### src/rtl/bxma_pkg.sv
// shared types and fixed constants of the boxcar moving average
package bxma_pkg;

    // width of the window length register
    localparam int CFG_W = 9;

    // window length after reset
    localparam int CFG_RESET = 16;

    // operation carried in the op field of an input word
    typedef enum logic {
        OP_PUSH = 1'b0,
        OP_FILL = 1'b1
    } op_t;

    // divider status seen by the sequencer
    typedef struct packed {
        logic busy;
        logic done;
    } div_status_t;

endpackage

### src/rtl/bxma_ram.sv
// generic simple dual-port ram with registered read
module bxma_ram #(
    parameter int WIDTH = 16,
    parameter int DEPTH = 256
) (
    input  logic                     clk,
    input  logic                     we,
    input  logic [$clog2(DEPTH)-1:0] waddr,
    input  logic [WIDTH-1:0]         wdata,
    input  logic                     re,
    input  logic [$clog2(DEPTH)-1:0] raddr,
    output logic [WIDTH-1:0]         rdata
);

    logic [WIDTH-1:0] mem [DEPTH];

    // write port
    always_ff @(posedge clk)
    begin
        if (we)
        begin
            mem[waddr] <= wdata;
        end
    end

    // registered read port
    always_ff @(posedge clk)
    begin
        if (re)
        begin
            rdata <= mem[raddr];
        end
    end

endmodule

### src/rtl/bxma_div.sv
// restoring divider of a signed sum by an unsigned length, truncating toward zero
module bxma_div #(
    parameter int SUM_W = 24,
    parameter int LEN_W = 9
) (
    input  logic                     clk,
    input  logic                     rst_n,
    input  logic                     start,
    input  logic signed [SUM_W-1:0]  dividend,
    input  logic [LEN_W-1:0]         divisor,
    output bxma_pkg::div_status_t    status,
    output logic signed [SUM_W-1:0]  quotient
);

    localparam int CNT_W = $clog2(SUM_W + 1);

    logic             busy_reg, busy_next;
    logic             done_reg, done_next;
    logic [CNT_W-1:0] cnt_reg, cnt_next;
    logic             neg_reg, neg_next;
    logic [SUM_W-1:0] quo_reg, quo_next;
    logic [LEN_W-1:0] rem_reg, rem_next;
    logic [LEN_W-1:0] dvs_reg, dvs_next;

    logic [SUM_W-1:0] magnitude;
    logic [LEN_W:0]   shifted;
    logic [LEN_W:0]   trial;
    logic             fits;

    // magnitude of the dividend, the most negative sum still fits unsigned
    assign magnitude = dividend[SUM_W-1] ? (~dividend + 1'b1) : dividend;

    // one quotient bit per cycle
    assign shifted = {rem_reg, quo_reg[SUM_W-1]};
    assign trial   = shifted - {1'b0, dvs_reg};
    assign fits    = (shifted >= {1'b0, dvs_reg});

    // step control
    always_comb
    begin
        busy_next = busy_reg;
        done_next = done_reg;
        cnt_next  = cnt_reg;
        neg_next  = neg_reg;
        quo_next  = quo_reg;
        rem_next  = rem_reg;
        dvs_next  = dvs_reg;
        if (start)
        begin
            busy_next = 1'b1;
            done_next = 1'b0;
            cnt_next  = CNT_W'(SUM_W);
            neg_next  = dividend[SUM_W-1];
            quo_next  = magnitude;
            rem_next  = '0;
            dvs_next  = divisor;
        end
        else if (busy_reg)
        begin
            quo_next = {quo_reg[SUM_W-2:0], fits};
            rem_next = fits ? trial[LEN_W-1:0] : shifted[LEN_W-1:0];
            cnt_next = cnt_reg - 1'b1;
            if (cnt_reg == CNT_W'(1))
            begin
                busy_next = 1'b0;
                done_next = 1'b1;
            end
        end
    end

    // control registers
    always_ff @(posedge clk or negedge rst_n)
    begin
        if (!rst_n)
        begin
            busy_reg <= 1'b0;
            done_reg <= 1'b0;
            cnt_reg  <= '0;
        end
        else
        begin
            busy_reg <= busy_next;
            done_reg <= done_next;
            cnt_reg  <= cnt_next;
        end
    end

    // datapath registers
    always_ff @(posedge clk)
    begin
        neg_reg <= neg_next;
        quo_reg <= quo_next;
        rem_reg <= rem_next;
        dvs_reg <= dvs_next;
    end

    // sign correction of the quotient
    assign quotient    = neg_reg ? $signed(~quo_reg + 1'b1) : $signed(quo_reg);
    assign status.busy = busy_reg;
    assign status.done = done_reg;

endmodule

### src/rtl/boxcar_moving_average.sv
// boxcar moving average over a ring of samples held in a ram
//
// input channel in_valid/in_ready carries a word of op and value. op 0
// pushes value into the ring in place of the oldest sample and returns
// one average word on out_valid/out_ready: the running window sum divided
// by the window length, truncated toward zero. op 1 fills every active
// entry with value and returns no word.
// a push runs from acceptance to the next acceptance through a ram read,
// an update of the sum with the write back, the bit-serial divider over
// the SUM_W-bit sum (24 bits at default parameters) and the load of the
// output register; no new word is accepted before that load.
// out_valid rises as the output register loads the average word.
// a fill makes one ram write per active entry.
// after reset, and after every write of window_len on cfg_we/cfg_wdata,
// a clearing pass writes zero to all WINDOW_MAX entries, one per cycle,
// with in_ready low; the sum and the write position start at zero.
// a finished average waits in the output register while out_ready is
// low, so the next word is still accepted; a second average waits in the
// divider until the first one is taken.
module boxcar_moving_average #(
    parameter int WINDOW_MAX   = 256,
    parameter int SAMPLE_WIDTH = 16
) (
    input  logic                           clk,
    input  logic                           rst_n,
    input  logic                           cfg_we,
    input  logic [bxma_pkg::CFG_W-1:0]     cfg_wdata,
    input  logic                           in_valid,
    output logic                           in_ready,
    input  logic                           op,
    input  logic signed [SAMPLE_WIDTH-1:0] value,
    output logic                           out_valid,
    input  logic                           out_ready,
    output logic signed [SAMPLE_WIDTH-1:0] average
);

    localparam int ADDR_W    = $clog2(WINDOW_MAX);
    localparam int LEN_W     = $clog2(WINDOW_MAX + 1);
    localparam int SUM_W     = SAMPLE_WIDTH + ADDR_W;
    localparam int PROD_W    = SAMPLE_WIDTH + LEN_W + 1;
    localparam int LEN_RESET = (bxma_pkg::CFG_RESET > WINDOW_MAX) ? WINDOW_MAX
                                                                  : bxma_pkg::CFG_RESET;

    typedef enum logic [4:0] {
        ST_CLEAR = 5'b00001,
        ST_IDLE  = 5'b00010,
        ST_READ  = 5'b00100,
        ST_DIV   = 5'b01000,
        ST_FILL  = 5'b10000
    } state_t;

    state_t                    state_reg, state_next;
    logic [ADDR_W-1:0]         pos_reg, pos_next;
    logic [ADDR_W-1:0]         cnt_reg, cnt_next;
    logic [LEN_W-1:0]          len_reg, len_next;
    logic signed [SUM_W-1:0]   sum_reg, sum_next;
    logic                      out_valid_reg, out_valid_next;
    logic signed [SAMPLE_WIDTH-1:0] sample_reg, sample_next;
    logic signed [SAMPLE_WIDTH-1:0] average_reg, average_next;

    logic                      in_accept;
    logic [31:0]               cfg_wide;
    logic [LEN_W-1:0]          cfg_len;
    logic signed [PROD_W-1:0]  fill_prod;
    logic [LEN_W-1:0]          pos_inc;
    logic signed [SUM_W-1:0]   push_sum;

    logic                      ram_we;
    logic [ADDR_W-1:0]         ram_waddr;
    logic [SAMPLE_WIDTH-1:0]   ram_wdata;
    logic [SAMPLE_WIDTH-1:0]   ram_rdata;

    logic                      div_start;
    bxma_pkg::div_status_t     div_stat;
    logic signed [SUM_W-1:0]   div_quo;
    logic                      out_load;

    assign in_ready  = (state_reg == ST_IDLE);
    assign in_accept = in_valid && in_ready;

    // effective window length: zero counts as one, saturate at the ring depth
    assign cfg_wide = 32'(cfg_wdata);
    always_comb
    begin
        priority if (cfg_wide == 32'd0)
        begin
            cfg_len = LEN_W'(1);
        end
        else if (cfg_wide > 32'(WINDOW_MAX))
        begin
            cfg_len = LEN_W'(WINDOW_MAX);
        end
        else
        begin
            cfg_len = LEN_W'(cfg_wdata);
        end
    end

    // fill sum is value times length, running sum for a push
    assign fill_prod = value * $signed({1'b0, len_reg});
    assign push_sum  = sum_reg + SUM_W'(sample_reg) - SUM_W'($signed(ram_rdata));
    assign pos_inc   = LEN_W'(pos_reg) + LEN_W'(1);

    // output register loads once the divider is done and the slot is free
    assign out_load = (state_reg == ST_DIV) && div_stat.done
                      && (!out_valid_reg || out_ready);

    // sequencer
    always_comb
    begin
        state_next     = state_reg;
        pos_next       = pos_reg;
        cnt_next       = cnt_reg;
        len_next       = len_reg;
        sum_next       = sum_reg;
        sample_next    = sample_reg;
        average_next   = average_reg;
        out_valid_next = out_valid_reg;
        div_start      = 1'b0;

        if (out_load)
        begin
            out_valid_next = 1'b1;
            average_next   = div_quo[SAMPLE_WIDTH-1:0];
        end
        else if (out_ready)
        begin
            out_valid_next = 1'b0;
        end

        if (cfg_we)
        begin
            state_next = ST_CLEAR;
            len_next   = cfg_len;
            pos_next   = '0;
            cnt_next   = '0;
            sum_next   = '0;
        end
        else
        begin
            unique case (state_reg)
                ST_CLEAR:
                begin
                    cnt_next = cnt_reg + 1'b1;
                    if (cnt_reg == ADDR_W'(WINDOW_MAX - 1))
                    begin
                        state_next = ST_IDLE;
                    end
                end
                ST_IDLE:
                begin
                    if (in_accept)
                    begin
                        sample_next = value;
                        if (op == bxma_pkg::OP_FILL)
                        begin
                            sum_next   = fill_prod[SUM_W-1:0];
                            pos_next   = '0;
                            cnt_next   = '0;
                            state_next = ST_FILL;
                        end
                        else
                        begin
                            state_next = ST_READ;
                        end
                    end
                end
                ST_READ:
                begin
                    sum_next   = push_sum;
                    div_start  = 1'b1;
                    pos_next   = (pos_inc == len_reg) ? '0 : pos_inc[ADDR_W-1:0];
                    state_next = ST_DIV;
                end
                ST_DIV:
                begin
                    if (out_load)
                    begin
                        state_next = ST_IDLE;
                    end
                end
                ST_FILL:
                begin
                    cnt_next = cnt_reg + 1'b1;
                    if ((LEN_W'(cnt_reg) + LEN_W'(1)) == len_reg)
                    begin
                        state_next = ST_IDLE;
                    end
                end
                default:
                begin
                    state_next = ST_CLEAR;
                end
            endcase
        end
    end

    // ram port selection
    always_comb
    begin
        ram_we    = 1'b0;
        ram_waddr = cnt_reg;
        ram_wdata = sample_reg;
        unique case (state_reg)
            ST_CLEAR:
            begin
                ram_we    = 1'b1;
                ram_wdata = '0;
            end
            ST_FILL:
            begin
                ram_we = 1'b1;
            end
            ST_READ:
            begin
                ram_we    = 1'b1;
                ram_waddr = pos_reg;
            end
            default:
            begin
                ram_we = 1'b0;
            end
        endcase
    end

    // control registers
    always_ff @(posedge clk or negedge rst_n)
    begin
        if (!rst_n)
        begin
            state_reg     <= ST_CLEAR;
            pos_reg       <= '0;
            cnt_reg       <= '0;
            len_reg       <= LEN_W'(LEN_RESET);
            sum_reg       <= '0;
            out_valid_reg <= 1'b0;
        end
        else
        begin
            state_reg     <= state_next;
            pos_reg       <= pos_next;
            cnt_reg       <= cnt_next;
            len_reg       <= len_next;
            sum_reg       <= sum_next;
            out_valid_reg <= out_valid_next;
        end
    end

    // payload registers
    always_ff @(posedge clk)
    begin
        sample_reg  <= sample_next;
        average_reg <= average_next;
    end

    // sample ring
    bxma_ram #(
        .WIDTH(SAMPLE_WIDTH),
        .DEPTH(WINDOW_MAX)
    ) u_ring (
        .clk  (clk),
        .we   (ram_we),
        .waddr(ram_waddr),
        .wdata(ram_wdata),
        .re   (in_accept),
        .raddr(pos_reg),
        .rdata(ram_rdata)
    );

    // window sum divided by length
    bxma_div #(
        .SUM_W(SUM_W),
        .LEN_W(LEN_W)
    ) u_div (
        .clk     (clk),
        .rst_n   (rst_n),
        .start   (div_start),
        .dividend(sum_next),
        .divisor (len_reg),
        .status  (div_stat),
        .quotient(div_quo)
    );

    assign out_valid = out_valid_reg;
    assign average   = average_reg;

    // write position stays inside the active window
    assert property (@(posedge clk) disable iff (!rst_n)
        {1'b0, pos_reg} < {1'b0, len_reg})
        else $error("write position outside window");

    // divider never restarted while it works
    assert property (@(posedge clk) disable iff (!rst_n)
        div_start |-> !div_stat.busy)
        else $error("divider started while busy");

    // a new average appears only from the divide state
    assert property (@(posedge clk) disable iff (!rst_n)
        $rose(out_valid_reg) |-> $past(state_reg == ST_DIV))
        else $error("average word without a divide");

    // a length write restarts the clearing pass with an empty sum
    assert property (@(posedge clk) disable iff (!rst_n)
        cfg_we |=> (state_reg == ST_CLEAR) && (sum_reg == '0) && (pos_reg == '0))
        else $error("length write did not clear the store");

endmodule

### config.mk
export PLATFORM = sky130hd
export DESIGN_NAME = boxcar_moving_average
export DESIGN_NICKNAME = d
export VERILOG_FILES = /design/src/rtl/bxma_pkg.sv /design/src/rtl/bxma_ram.sv /design/src/rtl/bxma_div.sv /design/src/rtl/boxcar_moving_average.sv
export SDC_FILE = /design/constraint.sdc
export NUM_CORES = 2
export LEC_CHECK = 0
export BUFFER_PORTS_ARGS = -buffer_cell sky130_fd_sc_hd__clkbuf_2
export CAP_MARGIN = 10
export CORE_ASPECT_RATIO = 1.2
export CORE_MARGIN = 2
export CORE_UTILIZATION = 45
export DETAILED_ROUTE_END_ITERATION = 10
export GPL_ROUTABILITY_DRIVEN = 0
export GPL_TIMING_DRIVEN = 0
export SLEW_MARGIN = 20
export SYNTH_ARGS = -nofsm -noshare
export SYNTH_HDL_FRONTEND = slang
export SYNTH_SLANG_ARGS = --single-unit
### constraint.sdc
create_clock -name clk -period 12.8 [get_ports clk]
set_clock_uncertainty 0.1 [all_clocks]
set_input_delay 0 -clock clk [delete_from_list [all_inputs] [get_ports clk]]
set_output_delay 0 -clock clk [all_outputs]
set_load 0.005 [all_outputs]
==> run_summary.xml <==
<?xml version="1.0" encoding="UTF-8"?>
<metrics>
  <group name="run_status">
    <metric name="outcome" unit="">completed</metric>
  </group>
  <group name="routing">
    <metric name="ant_nets" unit="">0</metric>
    <metric name="drt_pass1_iterations" unit="">6</metric>
    <metric name="route.detailed.drc" unit="">0</metric>
    <metric name="avgRoutedWirePerCell" unit="um">34.4</metric>
    <metric name="post_drt_via_cell_ratio" unit="">6.07</metric>
    <metric name="postRouteWirelength" unit="mm">486</metric>
    <metric name="routed-via-count" unit="">85844</metric>
    <metric name="drt_iter0_markers" unit="">10699</metric>
  </group>
  <group name="sta">
    <metric name="tightestPinTransition" unit="ns">1.29</metric>
    <metric name="rsz_0062_raised_after_global_routing" unit="">no</metric>
    <metric name="setup_viol" unit="">0</metric>
    <metric name="max_slew_vio_count" unit="">0</metric>
    <metric name="clock.fmax" unit="GHz">0.112</metric>
    <metric name="slew_headroom" unit="%">14.1</metric>
    <metric name="finalCritPeriodShare" unit="%">69.8</metric>
    <metric name="final.setup.worst_slack" unit="ns">3.86</metric>
    <metric name="final_hold_violation_count" unit="">0</metric>
    <metric name="final.setup.tns" unit="ns">0</metric>
    <metric name="fin_crit" unit="ns">8.94</metric>
  </group>
  <group name="cells_and_area">
    <metric name="largest_register_ff_count" unit="">4096</metric>
    <metric name="layout-area-overhead-vs-synth" unit="%">17.9</metric>
    <metric name="layout-drive-gt1-share" unit="%">31.7</metric>
    <metric name="design.final.nets" unit="">9035</metric>
    <metric name="layout_commonest_cell" unit="">sky130_fd_sc_hd__edfxtp_1</metric>
    <metric name="commonest_cells_after_routing_fill_and_taps_aside" unit="">4178 x sky130_fd_sc_hd__edfxtp_1, 1360 x sky130_fd_sc_hd__mux4_2, 417 x sky130_fd_sc_hd__clkbuf_16, 316 x sky130_fd_sc_hd__clkbuf_1, 266 x sky130_fd_sc_hd__inv_1</metric>
  </group>
  <group name="die">
    <metric name="floorplan.initialDensity" unit="%">45.2</metric>
    <metric name="placement_rows" unit="">248</metric>
    <metric name="chipHeight" unit="um">680</metric>
    <metric name="design.die.area" unit="um^2">386000</metric>
    <metric name="core_area" unit="um^2">379000</metric>
    <metric name="floorplan.die.width" unit="um">567</metric>
    <metric name="top_level_ports" unit="">49</metric>
  </group>
  <group name="synth">
    <metric name="ffs_w_async_s_r_synth" unit="%">1.46</metric>
    <metric name="postSynthNetCount" unit="">8046</metric>
    <metric name="synthCells" unit="">7785</metric>
    <metric name="synth.cell_area" unit="um^2">171000</metric>
    <metric name="avgSynthCellArea" unit="um^2">22.0</metric>
    <metric name="yosys.cell_types.count" unit="">90</metric>
    <metric name="ys_seq_elements" unit="">4249</metric>
    <metric name="synth_seq_area_share" unit="%">74.2</metric>
    <metric name="ys_warn_count" unit="">0</metric>
    <metric name="synth_flop_cell" unit="">sky130_fd_sc_hd__edfxtp_1</metric>
    <metric name="number_of_flops_mapped_to_enable_cells_by_yosys" unit="">4178</metric>
  </group>
  <group name="critical_path">
    <metric name="critPathSlowestCell" unit="">sky130_fd_sc_hd__clkbuf_1</metric>
    <metric name="critical_path.max_stage_delay" unit="ns">0.75</metric>
    <metric name="worst_path_fanout_max" unit="">10</metric>
    <metric name="critPathTopFamily" unit="">compound AO/OA/AOI/OAI gates</metric>
    <metric name="cp.arrival" unit="ns">9.55</metric>
    <metric name="worst-setup-path-type" unit="">flip-flop to flip-flop</metric>
    <metric name="critical_path.n_buffers_inverters" unit="">5</metric>
    <metric name="critPathMostFrequentCell" unit="">sky130_fd_sc_hd__fa_1</metric>
    <metric name="cp-start-kind" unit="">flip-flop</metric>
    <metric name="worst_setup_path_end_kind" unit="">flip-flop</metric>
    <metric name="crit_path_cell_trace" unit="">clkbuf_1, clkbuf_1, nand2_1, fa_1, inv_1, fa_1, fa_1, fa_1, inv_1, fa_1, inv_1, ha_1, a21oi_1, o21ai_0, a311oi_1, a211oi_1, o21ai_0, a31oi_1, nor3_1, o311ai_0, o41ai_2, xnor2_1, o21ai_1</metric>
    <metric name="required" unit="ns">13.41</metric>
  </group>
  <group name="job">
    <metric name="timing.max_cap.violations" unit="">0</metric>
  </group>
  <group name="global_routing">
    <metric name="grt_antenna_before_repair" unit="">33</metric>
    <metric name="overflow" unit="">0</metric>
    <metric name="wire_length_of_the_first_global_routing_pass" unit="mm">677</metric>
    <metric name="largest_net_degree_at_the_start_of_global_routing" unit="">45</metric>
    <metric name="grt_pass1_vias" unit="">86814</metric>
    <metric name="grt_util_all_layers" unit="%">25.1</metric>
  </group>
  <group name="clock_tree">
    <metric name="clk_latency" unit="ns">1.02</metric>
    <metric name="clock_tree.buffer_depth" unit="">4</metric>
    <metric name="clock_slew_at_reported_path_ffs" unit="ns">0.06</metric>
    <metric name="cts.htree.levels" unit="">5</metric>
    <metric name="clock_tree_from_tritoncts" unit="">yes</metric>
    <metric name="numCtsBuffers" unit="">412</metric>
    <metric name="clock_sink_count" unit="">4249</metric>
    <metric name="cts_resized" unit="">0</metric>
    <metric name="clockRootBuffer" unit="">sky130_fd_sc_hd__clkbuf_16</metric>
  </group>
  <group name="pwr">
    <metric name="ir_drop" unit="V">0.000127</metric>
    <metric name="p_leak" unit="nW">63.8</metric>
    <metric name="power_dens_cells" unit="nW/um^2">149</metric>
    <metric name="post-layout-total-power" unit="mW">30.1</metric>
  </group>
  <group name="place">
    <metric name="dpl.hpwl" unit="mm">356</metric>
    <metric name="count_of_port_buffers_added_during_placement" unit="">47</metric>
    <metric name="place_worst_setup_slack" unit="ns">4.14</metric>
  </group>
  <group name="worst_hold_path">
    <metric name="timing.hold.worst.class" unit="">input port to asynchronous set/reset pin</metric>
  </group>
</metrics>
per-stage QoR:
step | instance area (um^2) | cells | util [%] | hold slack (ns)
2_1_floorplan | 171000 | 7785 | - | -0.396
3_3_place_gp | 178000 | 12832 | 46.9 | 0.118
3_5_place_dp | 188000 | 13287 | 49.5 | -0.161
4_1_cts | 202000 | 14114 | 53.2 | 0.113
5_1_grt | 202000 | 14131 | 53.2 | 0.103
6_report | 202000 | 14145 | 53.2 | 0.0743
power by group:
| group | internal [mW] | switching, mW | total, mW |
|---|---|---|---|
| clock network | 6.91 | 5.28 | 12.2 |
| registers | 15.6 | 0.0675 | 15.6 |
| logic | 0.798 | 1.50 | 2.30 |
| total | 23.3 | 6.84 | 30.1 |
cell families (layout without fill, tap and decap cells):
kind of cell | count (synthesis) | count (layout) | share of synthesized area [%]
flops | 4249 | 4249 | 74.2
mux | 1376 | 1376 | 18.0
fa+ha+maj | 230 | 230 | 2.29
xor+xnor | 100 | 100 | 0.511
buf+inv | 687 | 2017 | 1.52
compound gates | 339 | 339 | 1.31
other cells | 0 | 30 | 0
simple gates | 804 | 804 | 2.18
what timing repair did:
action	CTS	global route
endpoints found under the hold margin	173	18
hold buffers	72	1
buffers inserted	0	0
layer usage:
layer / global-route usage [%] / vias up / wire [um]
li1: - / 34473 / -
met1: 32.6 / 46484 / 182000
met2: 41.7 / 4052 / 241000
met3: 4.47 / 823 / 38300
met4: 11.0 / 12 / 24000
met5: 0.150 / - / 157
tightest hold or removal path, delay by kind of cell:
family                 cells  cell delay [ns]
buffers and inverters      4             1.60
synth_stat cells, types with 44 or more instances:
library cell	instances	share of area [%]
sky130_fd_sc_hd__o21ai_0	100	0.29
sky130_fd_sc_hd__fa_1	139	1.6
sky130_fd_sc_hd__clkbuf_1	317	0.69
sky130_fd_sc_hd__a21oi_1	51	0.15
sky130_fd_sc_hd__and2_1	86	0.31
sky130_fd_sc_hd__nand2_1	217	0.48
sky130_fd_sc_hd__nor2_1	325	0.71
sky130_fd_sc_hd__buf_1	97	0.21
sky130_fd_sc_hd__xor2_1	44	0.22
sky130_fd_sc_hd__mux4_2	1360	18
sky130_fd_sc_hd__ha_1	91	0.66
sky130_fd_sc_hd__edfxtp_1	4178	73
sky130_fd_sc_hd__dfrtp_1	60	0.88
sky130_fd_sc_hd__xnor2_1	56	0.29
sky130_fd_sc_hd__inv_1	266	0.58
final cells by class:
cell class | count | area, um^2
antenna | 30 | 75.1
multi-input combinational | 2849 | 42600
clock buffer | 497 | 10700
buffer | 420 | 1760
tap | 5000 | 6260
clock inverter | 258 | 2700
timing repair buffer | 575 | 9650
sequential | 4249 | 127000
inverter | 267 | 1000
fill | 28742 | 178000
worst paths after layout:
path / slack (ns) / from / to / cells after the start
min in group clk: 0.17 / cfg_we / sum_reg[7] / 5
worst min register to register: 0.35 / len_reg[6] / u_div.dvs_reg[6] / 0
worst max register to register: 3.86 / len_reg[4] / u_div.quo_reg[22] / 23
worst min-delay path: 0.07 / rst_n / u_div.cnt_reg[3] / 4
max in group asynchronous: 11.83 / rst_n / state_reg[0] / 5
worst max-delay path: 3.86 / len_reg[4] / u_div.quo_reg[22] / 23
(Power assumes the default switching activity.)
